[src/rtl/shps_pkg.sv]
`timescale 1ns / 1ps
`default_nettype none
// ---------------------------------------------------------------------------
// shps_pkg: shared types and constants of the sync header packet splitter
// Widths, limits, result codes and the result record used by the RTL and the
// port checker.
// ---------------------------------------------------------------------------
package shps_pkg;

    localparam int MAX_PACKET_LEN = 200;
    localparam int MAX_SLOTS      = 30;
    localparam int MAX_RESULTS    = 5;

    localparam int BYTE_W   = 8;
    localparam int SLOT_W   = 5;
    localparam int OFFSET_W = 8;
    localparam int LEN_W    = 8;
    localparam int COUNT_W  = 5;
    localparam int KIND_W   = 2;

    // byte_count saturates at MAX_PACKET_LEN + 2
    localparam int BC_W      = $clog2(MAX_PACKET_LEN + 3);
    localparam int SI_W      = $clog2(MAX_SLOTS + 1);
    localparam int RES_IDX_W = $clog2(MAX_RESULTS + 1);
    localparam int CFG_IDX_W = 1;

    localparam logic [BYTE_W-1:0] HDR_FIRST_RESET  = 8'h5A;
    localparam logic [BYTE_W-1:0] HDR_SECOND_RESET = 8'hA5;

    typedef enum logic [KIND_W-1:0] {
        KIND_STORE = 2'd0,
        KIND_CLOSE = 2'd1,
        KIND_DROP  = 2'd2,
        KIND_DONE  = 2'd3
    } kind_t;

    typedef enum logic [CFG_IDX_W-1:0] {
        CFG_HDR_FIRST  = 1'b0,
        CFG_HDR_SECOND = 1'b1
    } cfg_reg_t;

    typedef struct packed {
        kind_t                kind;
        logic [SLOT_W-1:0]    slot;
        logic [OFFSET_W-1:0]  offset;
        logic [BYTE_W-1:0]    byte_out;
        logic [LEN_W-1:0]     packet_length;
        logic [COUNT_W-1:0]   packet_count;
    } result_t;

endpackage
`default_nettype wire

[src/rtl/shps_if.sv]
`timescale 1ns / 1ps
`default_nettype none
// ---------------------------------------------------------------------------
// shps_if: valid/ready channels of the sync header packet splitter
// shps_rx_if carries received bytes, shps_res_if carries result records.
// ---------------------------------------------------------------------------
interface shps_rx_if;
    import shps_pkg::*;

    logic              valid;
    logic              ready;
    logic [BYTE_W-1:0] rx_byte;
    logic              frame_end;

    modport source (output valid, output rx_byte, output frame_end, input ready);
    modport sink   (input valid, input rx_byte, input frame_end, output ready);
endinterface

interface shps_res_if;
    import shps_pkg::*;

    logic                valid;
    logic                ready;
    logic [KIND_W-1:0]   kind;
    logic [SLOT_W-1:0]   slot;
    logic [OFFSET_W-1:0] offset;
    logic [BYTE_W-1:0]   byte_out;
    logic [LEN_W-1:0]    packet_length;
    logic [COUNT_W-1:0]  packet_count;
    logic                run_last;

    modport source (output valid, output kind, output slot, output offset,
                    output byte_out, output packet_length, output packet_count,
                    output run_last, input ready);
    modport sink   (input valid, input kind, input slot, input offset,
                    input byte_out, input packet_length, input packet_count,
                    input run_last, output ready);
endinterface
`default_nettype wire

[src/rtl/sync_header_packet_splitter.sv]
`timescale 1ns / 1ps
`default_nettype none
// ---------------------------------------------------------------------------
// sync_header_packet_splitter: splits a received frame into packets
// Finds two-byte headers in a byte stream, reports stored bytes with slot
// and offset, closed or dropped packets, and a frame summary.
// ---------------------------------------------------------------------------
//  channel | dir | payload                                   | handshake
//  rx      | in  | rx_byte, frame_end                        | valid/ready
//  res     | out | kind, slot, offset, byte_out,             | valid/ready
//          |     | packet_length, packet_count, run_last     |
//  cfg     | in  | cfg_index, cfg_data                       | cfg_we only
//
//  A byte is decoded in the cycle it is accepted; its results (0 to 5) sit in
//  a result list register and leave one per cycle, unless res stalls, from the
//  next cycle on. A byte with results holds rx: one byte per cycle while each
//  byte gives at most one result. The next byte is taken in the same cycle as
//  the last queued result. Reset loads the default header and clears the
//  packet state and the list; res stalls hold the list and back-pressure rx.
// ---------------------------------------------------------------------------
module sync_header_packet_splitter (
    input  wire logic                            clk,
    input  wire logic                            rst_n,
    input  wire logic                            cfg_we,
    input  wire logic [shps_pkg::CFG_IDX_W-1:0]  cfg_index,
    input  wire logic [shps_pkg::BYTE_W-1:0]     cfg_data,
    shps_rx_if.sink                              rx,
    shps_res_if.source                           res
);
    import shps_pkg::*;

    logic [BYTE_W-1:0]    hdr_first_reg;
    logic [BYTE_W-1:0]    hdr_second_reg;

    logic                 prev_hf_reg, prev_hf_next;
    logic                 in_pkt_reg, in_pkt_next;
    logic [BC_W-1:0]      byte_cnt_reg, byte_cnt_next;
    logic [SI_W-1:0]      slot_idx_reg, slot_idx_next;

    result_t              list_reg [MAX_RESULTS];
    result_t              list_next [MAX_RESULTS];
    logic [RES_IDX_W-1:0] cnt_reg, cnt_next;
    logic [RES_IDX_W-1:0] rd_idx_reg;

    logic                 rx_take;
    logic                 res_take;
    logic                 res_is_last;
    result_t              cur;

    function automatic result_t mk(kind_t k, logic [SI_W-1:0] s,
                                   logic [BC_W-1:0] ofs, logic [BYTE_W-1:0] b,
                                   logic [BC_W-1:0] len, logic [SI_W-1:0] c);
        result_t r;
        r.kind          = k;
        r.slot          = SLOT_W'(s);
        r.offset        = OFFSET_W'(ofs);
        r.byte_out      = b;
        r.packet_length = LEN_W'(len);
        r.packet_count  = COUNT_W'(c);
        return r;
    endfunction

    // configuration registers
    always_ff @(posedge clk or negedge rst_n)
    begin
        if (!rst_n)
        begin
            hdr_first_reg  <= HDR_FIRST_RESET;
            hdr_second_reg <= HDR_SECOND_RESET;
        end
        else if (cfg_we)
        begin
            case (cfg_reg_t'(cfg_index))
                CFG_HDR_FIRST:  hdr_first_reg  <= cfg_data;
                CFG_HDR_SECOND: hdr_second_reg <= cfg_data;
                default: ;
            endcase
        end
    end

    // decode one byte into its result list and next packet state
    always_comb
    begin
        logic                 in_p;
        logic                 prev;
        logic [BC_W-1:0]      bc;
        logic [SI_W-1:0]      si;
        logic [BC_W-1:0]      len;
        logic [RES_IDX_W-1:0] n;

        in_p = in_pkt_reg;
        prev = prev_hf_reg;
        bc   = byte_cnt_reg;
        si   = slot_idx_reg;
        len  = '0;
        n    = '0;
        for (int i = 0; i < MAX_RESULTS; i++)
        begin
            list_next[i] = '0;
        end

        if (si >= SI_W'(MAX_SLOTS))
        begin
            prev = 1'b0;
            in_p = 1'b0;
        end
        else if (prev && rx.rx_byte == hdr_second_reg)
        begin
            if (in_p)
            begin
                len = bc - 1'b1;
                if (len <= BC_W'(MAX_PACKET_LEN))
                begin
                    list_next[n] = mk(KIND_CLOSE, si, '0, '0, len, '0);
                    si = si + 1'b1;
                end
                else
                begin
                    list_next[n] = mk(KIND_DROP, si, '0, '0, '0, '0);
                end
                n = n + 1'b1;
            end
            if (si < SI_W'(MAX_SLOTS))
            begin
                in_p = 1'b1;
                list_next[n] = mk(KIND_STORE, si, BC_W'(0), hdr_first_reg, '0, '0);
                n = n + 1'b1;
                list_next[n] = mk(KIND_STORE, si, BC_W'(1), rx.rx_byte, '0, '0);
                n = n + 1'b1;
                bc = BC_W'(2);
            end
            else
            begin
                in_p = 1'b0;
            end
            prev = 1'b0;
        end
        else
        begin
            if (in_p)
            begin
                if (bc < BC_W'(MAX_PACKET_LEN))
                begin
                    list_next[n] = mk(KIND_STORE, si, bc, rx.rx_byte, '0, '0);
                    n = n + 1'b1;
                end
                if (bc < BC_W'(MAX_PACKET_LEN + 2))
                begin
                    bc = bc + 1'b1;
                end
            end
            prev = (rx.rx_byte == hdr_first_reg);
        end

        if (rx.frame_end)
        begin
            if (in_p)
            begin
                if (bc <= BC_W'(MAX_PACKET_LEN))
                begin
                    list_next[n] = mk(KIND_CLOSE, si, '0, '0, bc, '0);
                    si = si + 1'b1;
                end
                else
                begin
                    list_next[n] = mk(KIND_DROP, si, '0, '0, '0, '0);
                end
                n = n + 1'b1;
            end
            list_next[n] = mk(KIND_DONE, '0, '0, '0, '0, si);
            n = n + 1'b1;
            prev = 1'b0;
            in_p = 1'b0;
            bc   = '0;
            si   = '0;
        end

        prev_hf_next  = prev;
        in_pkt_next   = in_p;
        byte_cnt_next = bc;
        slot_idx_next = si;
        cnt_next      = n;
    end

    assign res_is_last = (rd_idx_reg == cnt_reg - 1'b1);
    assign res_take    = res.valid && res.ready;
    assign rx.ready    = (cnt_reg == '0) || (res_take && res_is_last);
    assign rx_take     = rx.valid && rx.ready;

    always_ff @(posedge clk or negedge rst_n)
    begin
        if (!rst_n)
        begin
            prev_hf_reg  <= 1'b0;
            in_pkt_reg   <= 1'b0;
            byte_cnt_reg <= '0;
            slot_idx_reg <= '0;
            cnt_reg      <= '0;
            rd_idx_reg   <= '0;
        end
        else if (rx_take)
        begin
            prev_hf_reg  <= prev_hf_next;
            in_pkt_reg   <= in_pkt_next;
            byte_cnt_reg <= byte_cnt_next;
            slot_idx_reg <= slot_idx_next;
            cnt_reg      <= cnt_next;
            rd_idx_reg   <= '0;
        end
        else if (res_take)
        begin
            if (res_is_last)
            begin
                cnt_reg    <= '0;
                rd_idx_reg <= '0;
            end
            else
            begin
                rd_idx_reg <= rd_idx_reg + 1'b1;
            end
        end
    end

    // result list payload
    always_ff @(posedge clk)
    begin
        if (rx_take)
        begin
            for (int i = 0; i < MAX_RESULTS; i++)
            begin
                list_reg[i] <= list_next[i];
            end
        end
    end

    assign cur               = list_reg[rd_idx_reg];
    assign res.valid         = (cnt_reg != '0);
    assign res.kind          = cur.kind;
    assign res.slot          = cur.slot;
    assign res.offset        = cur.offset;
    assign res.byte_out      = cur.byte_out;
    assign res.packet_length = cur.packet_length;
    assign res.packet_count  = cur.packet_count;
    assign res.run_last      = res_is_last;

endmodule
`default_nettype wire

[src/flat_wrapper.sv]
// flat-port wrapper written by rule: the top's interface ports become plain ports
module sync_header_packet_splitter_flat import shps_pkg::*;
  (clk, rst_n, cfg_we, cfg_index, cfg_data, rx_valid, rx_rx_byte, rx_frame_end, rx_ready, res_valid, res_kind, res_slot, res_offset, res_byte_out, res_packet_length, res_packet_count, res_run_last, res_ready);
  shps_rx_if rx_i ();
  shps_res_if res_i ();
  input  wire logic clk;
  input  wire logic rst_n;
  input  wire logic cfg_we;
  input  wire logic [shps_pkg::CFG_IDX_W-1:0] cfg_index;
  input  wire logic [shps_pkg::BYTE_W-1:0] cfg_data;
  input wire logic [$bits(rx_i.valid)-1:0] rx_valid;
  input wire logic [$bits(rx_i.rx_byte)-1:0] rx_rx_byte;
  input wire logic [$bits(rx_i.frame_end)-1:0] rx_frame_end;
  output wire logic [$bits(rx_i.ready)-1:0] rx_ready;
  output wire logic [$bits(res_i.valid)-1:0] res_valid;
  output wire logic [$bits(res_i.kind)-1:0] res_kind;
  output wire logic [$bits(res_i.slot)-1:0] res_slot;
  output wire logic [$bits(res_i.offset)-1:0] res_offset;
  output wire logic [$bits(res_i.byte_out)-1:0] res_byte_out;
  output wire logic [$bits(res_i.packet_length)-1:0] res_packet_length;
  output wire logic [$bits(res_i.packet_count)-1:0] res_packet_count;
  output wire logic [$bits(res_i.run_last)-1:0] res_run_last;
  input wire logic [$bits(res_i.ready)-1:0] res_ready;
  assign rx_i.valid = rx_valid;
  assign rx_i.rx_byte = rx_rx_byte;
  assign rx_i.frame_end = rx_frame_end;
  assign rx_ready = rx_i.ready;
  assign res_valid = res_i.valid;
  assign res_kind = res_i.kind;
  assign res_slot = res_i.slot;
  assign res_offset = res_i.offset;
  assign res_byte_out = res_i.byte_out;
  assign res_packet_length = res_i.packet_length;
  assign res_packet_count = res_i.packet_count;
  assign res_run_last = res_i.run_last;
  assign res_i.ready = res_ready;
  sync_header_packet_splitter u_core (.clk(clk), .rst_n(rst_n), .cfg_we(cfg_we), .cfg_index(cfg_index), .cfg_data(cfg_data), .rx(rx_i), .res(res_i));
endmodule
[config.mk]
export PLATFORM = sky130hd
export DESIGN_NAME = sync_header_packet_splitter_flat
export DESIGN_NICKNAME = d
export VERILOG_FILES = /design/src/rtl/shps_pkg.sv /design/src/rtl/shps_if.sv /design/src/rtl/sync_header_packet_splitter.sv /design/src/flat_wrapper.sv
export SDC_FILE = /design/constraint.sdc
export NUM_CORES = 1
export LEC_CHECK = 0
export ABC_CLOCK_PERIOD_IN_PS = 6800
export BUFFER_PORTS_ARGS = -buffer_cell sky130_fd_sc_hd__buf_4
export CAP_MARGIN = 20
export CORE_UTILIZATION = 50
export CTS_BUF_LIST = sky130_fd_sc_hd__clkbuf_2 sky130_fd_sc_hd__clkbuf_4 sky130_fd_sc_hd__clkbuf_8
export CTS_CLUSTER_DIAMETER = 200
export DETAILED_ROUTE_END_ITERATION = 8
export PLACE_DENSITY = 0.7
export SETUP_SLACK_MARGIN = 0.05
export SLEW_MARGIN = 20
export SYNTH_ARGS = -nofsm -noshare
export SYNTH_HDL_FRONTEND = slang
export SYNTH_SLANG_ARGS = --single-unit
export TNS_END_PERCENT = 100
[constraint.sdc]
create_clock -name clk -period 6.8 [get_ports clk]
set_input_delay 0.34 -clock clk [delete_from_list [all_inputs] [get_ports clk]]
set_output_delay 0.34 -clock clk [all_outputs]
set_load 0.005 [all_outputs]
==> results of run 1 <==
==> power by group through the flow <==
stage	Sequential (mW)	Combinational (mW)	Clock, mW
6_report	1.34	0.831	0.732
5_1_grt	1.36	0.908	0.772
4_1_cts	1.34	0.843	0.743
3_5_place_dp	1.37	0.840	0
3_3_place_gp	1.35	0.826	0
2_1_floorplan	1.33	0.532	0
==> cell usage after synthesis (20+ instances only) <==
master / count / area share
inv_1: 23 / 0.0097
o21ai_0: 32 / 0.018
clkbuf_1: 34 / 0.014
mux2i_1: 20 / 0.022
nor2_1: 97 / 0.041
dfrtp_1: 29 / 0.082
mux4_2: 20 / 0.051
nand2_1: 62 / 0.026
nor3_1: 25 / 0.014
edfxtp_1: 120 / 0.40
o22ai_1: 22 / 0.015
mux2_2: 22 / 0.028
and2_1: 22 / 0.015
xnor2_1: 26 / 0.026
a21oi_1: 47 / 0.026
==> path summary, 6_finish.rpt <==
path | end | slack (ns) | cells after the start
max | u_core.list_reg[1][16] | 1.45 | 17
min | u_core.rd_idx_reg[0] | 0.09 | 2
max reg2reg | u_core.list_reg[1][16] | 1.45 | 17
min reg2reg | u_core.cnt_reg[1] | 0.49 | 2
max in group asynchronous | u_core.rd_idx_reg[0] | 6.02 | 2
min in group asynchronous | u_core.byte_cnt_reg[0] | 0.38 | 2
==> timing repair <==
| action | 4_1_cts | 5_1_grt |
|---|---|---|
| endpoints found under the hold margin | 29 | 0 |
| hold buffers | 1 | 0 |
| resized for setup | 0 | 0 |
==> logic make-up after synthesis <==
logic type,Yosys count,share of synthesized area
multiplexers,62,0.101
flip-flops,157,0.510
XOR/XNOR,32,0.0336
AND/OR/NAND/NOR,292,0.161
adder cells (fa/ha/maj),14,0.0197
AO/OA/AOI/OAI,180,0.141
buffers and inverters,75,0.0340
==> per-stage QoR <==
step	setup slack [ns]	instance area (um^2)	hold slack [ns]
after detailed placement	1.52	9510	0.351
after global routing	0.975	9940	0.0765
after global placement	1.76	9510	0.342
after CTS	1.49	9940	0.0543
final	1.45	9940	0.0880
after floorplan	0.791	8900	0.0444
==> layout make-up <==
cell class / count / area (um^2)
Tap cell: 225 / 282
Sequential cell: 157 / 4540
Inverter: 24 / 92.6
Clock buffer: 18 / 241
Clock inverter: 14 / 176
Timing Repair Buffer: 71 / 536
Multi-Input combinational cell: 580 / 4070
Fill cell: 1508 / 7420
==> layer usage <==
metal | share of wire | wire length [um] | vias up | track usage
li1 | - | - | 3093 | -
met1 | 0.41 | 9380 | 3250 | 0.343
met2 | 0.49 | 11100 | 288 | 0.430
met3 | 0.072 | 1630 | 40 | 0.0531
met4 | 0.024 | 548 | 0 | 0.108
met5 | 0 | 0 | - | 0
==> impl_metrics.py, run 1 <==
metrics = {
    "run_status": {
        "status": "completed",
    },
    "critical_path": {
        "criticalPathCategory": "flop to flop",
        "crit_path_start_kind": "flop",
        "crit_buf_inv": 2,
        "crit_path_end_kind": "flop",
        "cp_slowest_stage_delay_ns": 0.50,
        "crit_fanout": 15,
        "cp_data_arrival_time_ns": 5.56,
        "cp_top_family": "simple AND/OR/NAND/NOR gates",
        "required_ns": 7.01,
        "path_cells": "inv_1 > ha_1 > or3b_1 > nor3_1 > o32a_2 > o21ai_2 > a21oi_1 > and3_1 > nand2b_1 > inv_2 > ha_1 > nor2b_1 > nand2_1 > or3_1 > a21o_1 > nand3_1 > nor2_1",
        "timing.critical_path.mode_cell": "ha_1",
        "worstSetupStartpoint": "u_core.byte_cnt_reg[1]",
        "reg2reg_from": "u_core.byte_cnt_reg[1]",
        "cp_slowest_cell": "dfrtp_1",
    },
    "clock_tree": {
        "cts_buffers": 17,
        "cts.htree.levels": 4,
        "cts_tree": "built",
        "clockRootBuffer": "clkbuf_8",
        "cts_setup_buffers": 0,
        "worstSkewPairLatency_ns": 0.47,
        "clockBufferDepth": 2,
        "path_clk_slew_ns": 0.09,
        "clock_sinks": 157,
    },
    "pwr": {
        "power.switching_mw": 0.879,
        "p_leak_nw": 3.52,
        "power.density_nw_per_um2": 292,
        "power.total_mw": 2.90,
        "combinationalPowerShare": 0.286,
        "power_frac_seq": 0.462,
        "swShare": 0.303,
        "vdd_ir_drop_max_v": 0.000191,
        "p_int_mw": 2.02,
        "clkPwrFrac": 0.252,
    },
    "final_layout": {
        "num_antenna_cells": 0,
        "postLayoutCoreUtil": 0.573,
        "area_delta_synth_final_pct": 11.6,
        "layout_common_cells": "edfxtp_1, nor2_1, buf_4",
        "fin_nets": 888,
        "final_cells": 1089,
        "largest_reg_flops": 120,
        "final_common_cell": "edfxtp_1",
        "drive_gt1_frac": 0.213,
    },
    "die": {
        "fp.dieH_um": 135,
        "dieArea_um2": 18300,
        "initial_core_util": 0.513,
        "die_x_um": 135,
        "ios": 62,
        "placementRows": 48,
        "core_area_um2": 17400,
    },
    "timing": {
        "slew-limit-headroom": 0.306,
        "fin_skew_ns": 0.0139,
        "drv_slew": 0,
        "finalSetupTns_ns": 0,
        "worst_pin_slew_ns": 1.04,
        "hold_viol": 0,
        "fin_crit_ns": 5.35,
        "max_freq_mhz": 187,
        "finalCritPeriodShare": 0.787,
        "setup_violations": 0,
        "rsz0062_at_grt": "no",
    },
    "hold_path": {
        "hp-class": "primary input to flop",
        "hold_start": "rx_valid",
    },
    "placed_design": {
        "hpwl_mm": 16.2,
        "dp_cells": 1056,
        "port_buffers": 61,
        "gp_congestion": 0.932,
    },
    "drt": {
        "drc": 0,
        "viasPerCell": 6.13,
        "avgRoutedWirePerCell_um": 20.8,
        "drt-initial-drc-count": 644,
        "drt_pass1_iterations": 5,
        "vias": 6671,
        "ant_nets": 0,
        "routed_wl_mm": 22.7,
    },
    "global_routing": {
        "grt_max_degree": 86,
        "overflow": 0,
        "grt_pass1_vias": 6463,
        "grt_pass1_wl_mm": 35.8,
        "grt_usage": 0.263,
        "antenna_found_initial": 0,
    },
    "synth": {
        "ys_async_sr_fraction": 0.236,
        "postSynthCellCount": 812,
        "synth_ff_type": "edfxtp_1",
        "yosys_warnings": 0,
        "synth_nets": 849,
        "synth_seq_cells": 157,
        "syn_avg_cell_area_um2": 11.0,
        "synthesis.area_um2": 8900,
        "synth-seq-area-share": 0.510,
        "netlist-cell-type-count": 80,
        "synth_edf_count": 120,
    },
    "run": {
        "max_cap_violations": 0,
    },
}
No activity file was read; power rests on OpenSTA's default activity.
==> run 2, diff against run 1 <==
--- a/config.mk
+++ b/config.mk
@@ -5,14 +5,14 @@
 export SDC_FILE = /design/constraint.sdc
 export NUM_CORES = 1
 export LEC_CHECK = 0
-export ABC_CLOCK_PERIOD_IN_PS = 6800
+export ABC_CLOCK_PERIOD_IN_PS = 4300
 export BUFFER_PORTS_ARGS = -buffer_cell sky130_fd_sc_hd__buf_4
 export CAP_MARGIN = 20
 export CORE_UTILIZATION = 50
 export CTS_BUF_LIST = sky130_fd_sc_hd__clkbuf_2 sky130_fd_sc_hd__clkbuf_4 sky130_fd_sc_hd__clkbuf_8
 export CTS_CLUSTER_DIAMETER = 200
 export DETAILED_ROUTE_END_ITERATION = 8
-export PLACE_DENSITY = 0.7
+export PLACE_DENSITY = 0.73
 export SETUP_SLACK_MARGIN = 0.05
 export SLEW_MARGIN = 20
 export SYNTH_ARGS = -nofsm -noshare
==> constraint.sdc (replaced) <==
create_clock -name clk -period 4.3 [get_ports clk]
set_input_delay 0.215 -clock clk [delete_from_list [all_inputs] [get_ports clk]]
set_output_delay 0.215 -clock clk [all_outputs]
set_load 0.005 [all_outputs]
==> run 2 against run 1 <==
Clock skew is 0.0052 ns higher. Via count is 3.2% higher. Maximum frequency is 31% higher. Critical path type unchanged. Largest cell class unchanged.
==> impl_metrics.py, run 2 (synthesis results as in run 1) <==
metrics = {
    "timing": {
        "rsz0062_at_grt": "yes",
        "hold_slack_ns": 0.0841,
        "hold_viol": 0,
        "fin_skew_ns": 0.0191,
        "max_freq_mhz": 245,
        "slew-limit-headroom": 0.488,
        "worst_pin_slew_ns": 0.765,
        "setup_violations": 0,
        "fin_crit_ns": 4.08,
        "finalCritPeriodShare": 0.950,
        "drv_slew": 0,
    },
    "final_layout": {
        "final_common_cell": "edfxtp_1",
        "layout_common_cells": "edfxtp_1, buf_4, nor2_1",
        "area_delta_synth_final_pct": 17.7,
        "fin_nets": 939,
        "num_antenna_cells": 0,
        "largest_reg_flops": 120,
        "drive_gt1_frac": 0.263,
        "postLayoutCoreUtil": 0.604,
        "fill_cells": 1419,
    },
    "global_routing": {
        "antenna_found_initial": 0,
        "grt_usage": 0.260,
        "grt_max_degree": 52,
        "grt_pass1_vias": 6427,
        "grt_pass1_wl_mm": 35.6,
        "overflow": 0,
    },
    "pwr": {
        "power.density_nw_per_um2": 443,
        "vdd_ir_drop_max_v": 0.000272,
        "p_leak_nw": 3.78,
    },
    "drt": {
        "avgRoutedWirePerCell_um": 19.9,
        "drt-initial-drc-count": 654,
        "drc": 0,
        "viasPerCell": 6.04,
        "drt_pass1_iterations": 7,
        "vias": 6886,
        "ant_nets": 0,
        "routed_wl_mm": 22.7,
    },
    "die": {
        "ios": 62,
        "placementRows": 48,
        "dieArea_um2": 18300,
        "core_area_um2": 17400,
        "initial_core_util": 0.513,
        "die_x_um": 135,
        "fp.dieH_um": 135,
    },
    "placed_design": {
        "port_buffers": 61,
        "gp_congestion": 0.943,
        "hpwl_mm": 15.8,
    },
    "clock_tree": {
        "clock_sinks": 157,
        "cts.htree.levels": 4,
        "cts_buffers": 17,
        "path_clk_slew_ns": 0.08,
        "worstSkewPairLatency_ns": 0.47,
        "clockBufferDepth": 2,
        "clockRootBuffer": "clkbuf_8",
        "cts_tree": "built",
    },
    "critical_path": {
        "cp_slowest_cell": "a2111oi_4",
        "path_cells": "inv_2 > ha_4 > or3b_4 > o311ai_4 > and2_4 > o21ai_2 > buf_4 > a2111oi_0 > a31oi_1 > a2111oi_4 > o41ai_4 > nand3_1 > buf_4 > nor2_1",
        "r2r_setup_slack_ns": 0.22,
        "cp_data_arrival_time_ns": 4.28,
        "worstSetupStartpoint": "u_core.byte_cnt_reg[0]",
        "criticalPathCategory": "flop to flop",
        "cp_slowest_stage_delay_ns": 0.57,
        "crit_path_start_kind": "flop",
        "required_ns": 4.50,
        "crit_fanout": 11,
        "crit_path_end_kind": "flop",
        "reg2reg_from": "u_core.byte_cnt_reg[0]",
        "timing.critical_path.mode_cell": "buf_4",
    },
    "run": {
        "max_cap_violations": 0,
    },
    "hold_path": {
        "hp-class": "primary input to flop",
        "hold_start": "rx_rx_byte[4]",
    },
    "run_status": {
        "status": "completed",
    },
}
[run 2: worst paths after layout]
kind / cells past startpoint / to
worst max-delay path: 14 / u_core.list_reg[1][7]
min in group asynchronous: 2 / u_core.rd_idx_reg[2]
worst min-delay path: 2 / u_core.list_reg[2][17]
worst max register to register: 14 / u_core.list_reg[1][7]
max in group asynchronous: 2 / u_core.rd_idx_reg[0]
worst min register to register: 1 / u_core.cnt_reg[2]
[run 2: per-stage QoR]
| stage | setup TNS [ns] | power, mW | instances | area [um^2] | setup WS [ns] |
|---|---|---|---|---|---|
| finish | 0 | 4.64 | 1140 | 10500 | 0.215 |
| global route | 0 | 4.88 | 1140 | 10500 | 0.0333 |
| CTS | 0 | 4.68 | 1139 | 10400 | 0.105 |
| detailed placement | 0 | 3.51 | 1097 | 9910 | 0.114 |
| global placement | -0.0907 | 3.48 | 1097 | 9900 | -0.0194 |
| floorplan | 0 | 2.92 | 812 | 8980 | 0.0535 |
[run 2: area by class of cell]
cell class                      count  area, um^2  share of cell area
Timing Repair Buffer              122         966              0.0922
Clock buffer                       19         255              0.0244
Inverter                           24        92.6             0.00883
Tap cell                          225         282              0.0269
Sequential cell                   157        4540               0.433
Multi-Input combinational cell    580        4180               0.399
Clock inverter                     13         164              0.0156
[run 2: critical path: cells and delay by family, from the launching register on]
kind / cells / cell delay, ns
compound gates: 6 / 1.88
fa+ha+maj: 1 / 0.18
buf+inv: 3 / 0.46
flops: 1 / 0.40
simple gates: 4 / 0.89
[run 2: repair_timing]
action / 4_1_cts / 5_1_grt
hold buffers: 10 / 0
setup endpoints to repair: 0 / 88
setup buffers: 0 / 1
resized for setup: 0 / 13
endpoints found under the hold margin: 48 / 0
[run 2: power by group]
part	leakage, nW	switching (mW)	internal, mW	total, mW
combinational	1.92	0.687	0.718	1.40
clock	0.209	0.577	0.600	1.18
sequential	1.65	0.0946	1.96	2.06
total	3.78	1.36	3.28	4.64
[run 2: routing by layer]
metal | global-route usage | vias to the layer above | wire length [um]
met4 | 0.0730 | 0 | 383
met1 | 0.356 | 3331 | 9760
met3 | 0.0651 | 44 | 1810
met5 | 0 | - | 0
met2 | 0.409 | 316 | 10700
li1 | - | 3195 | -
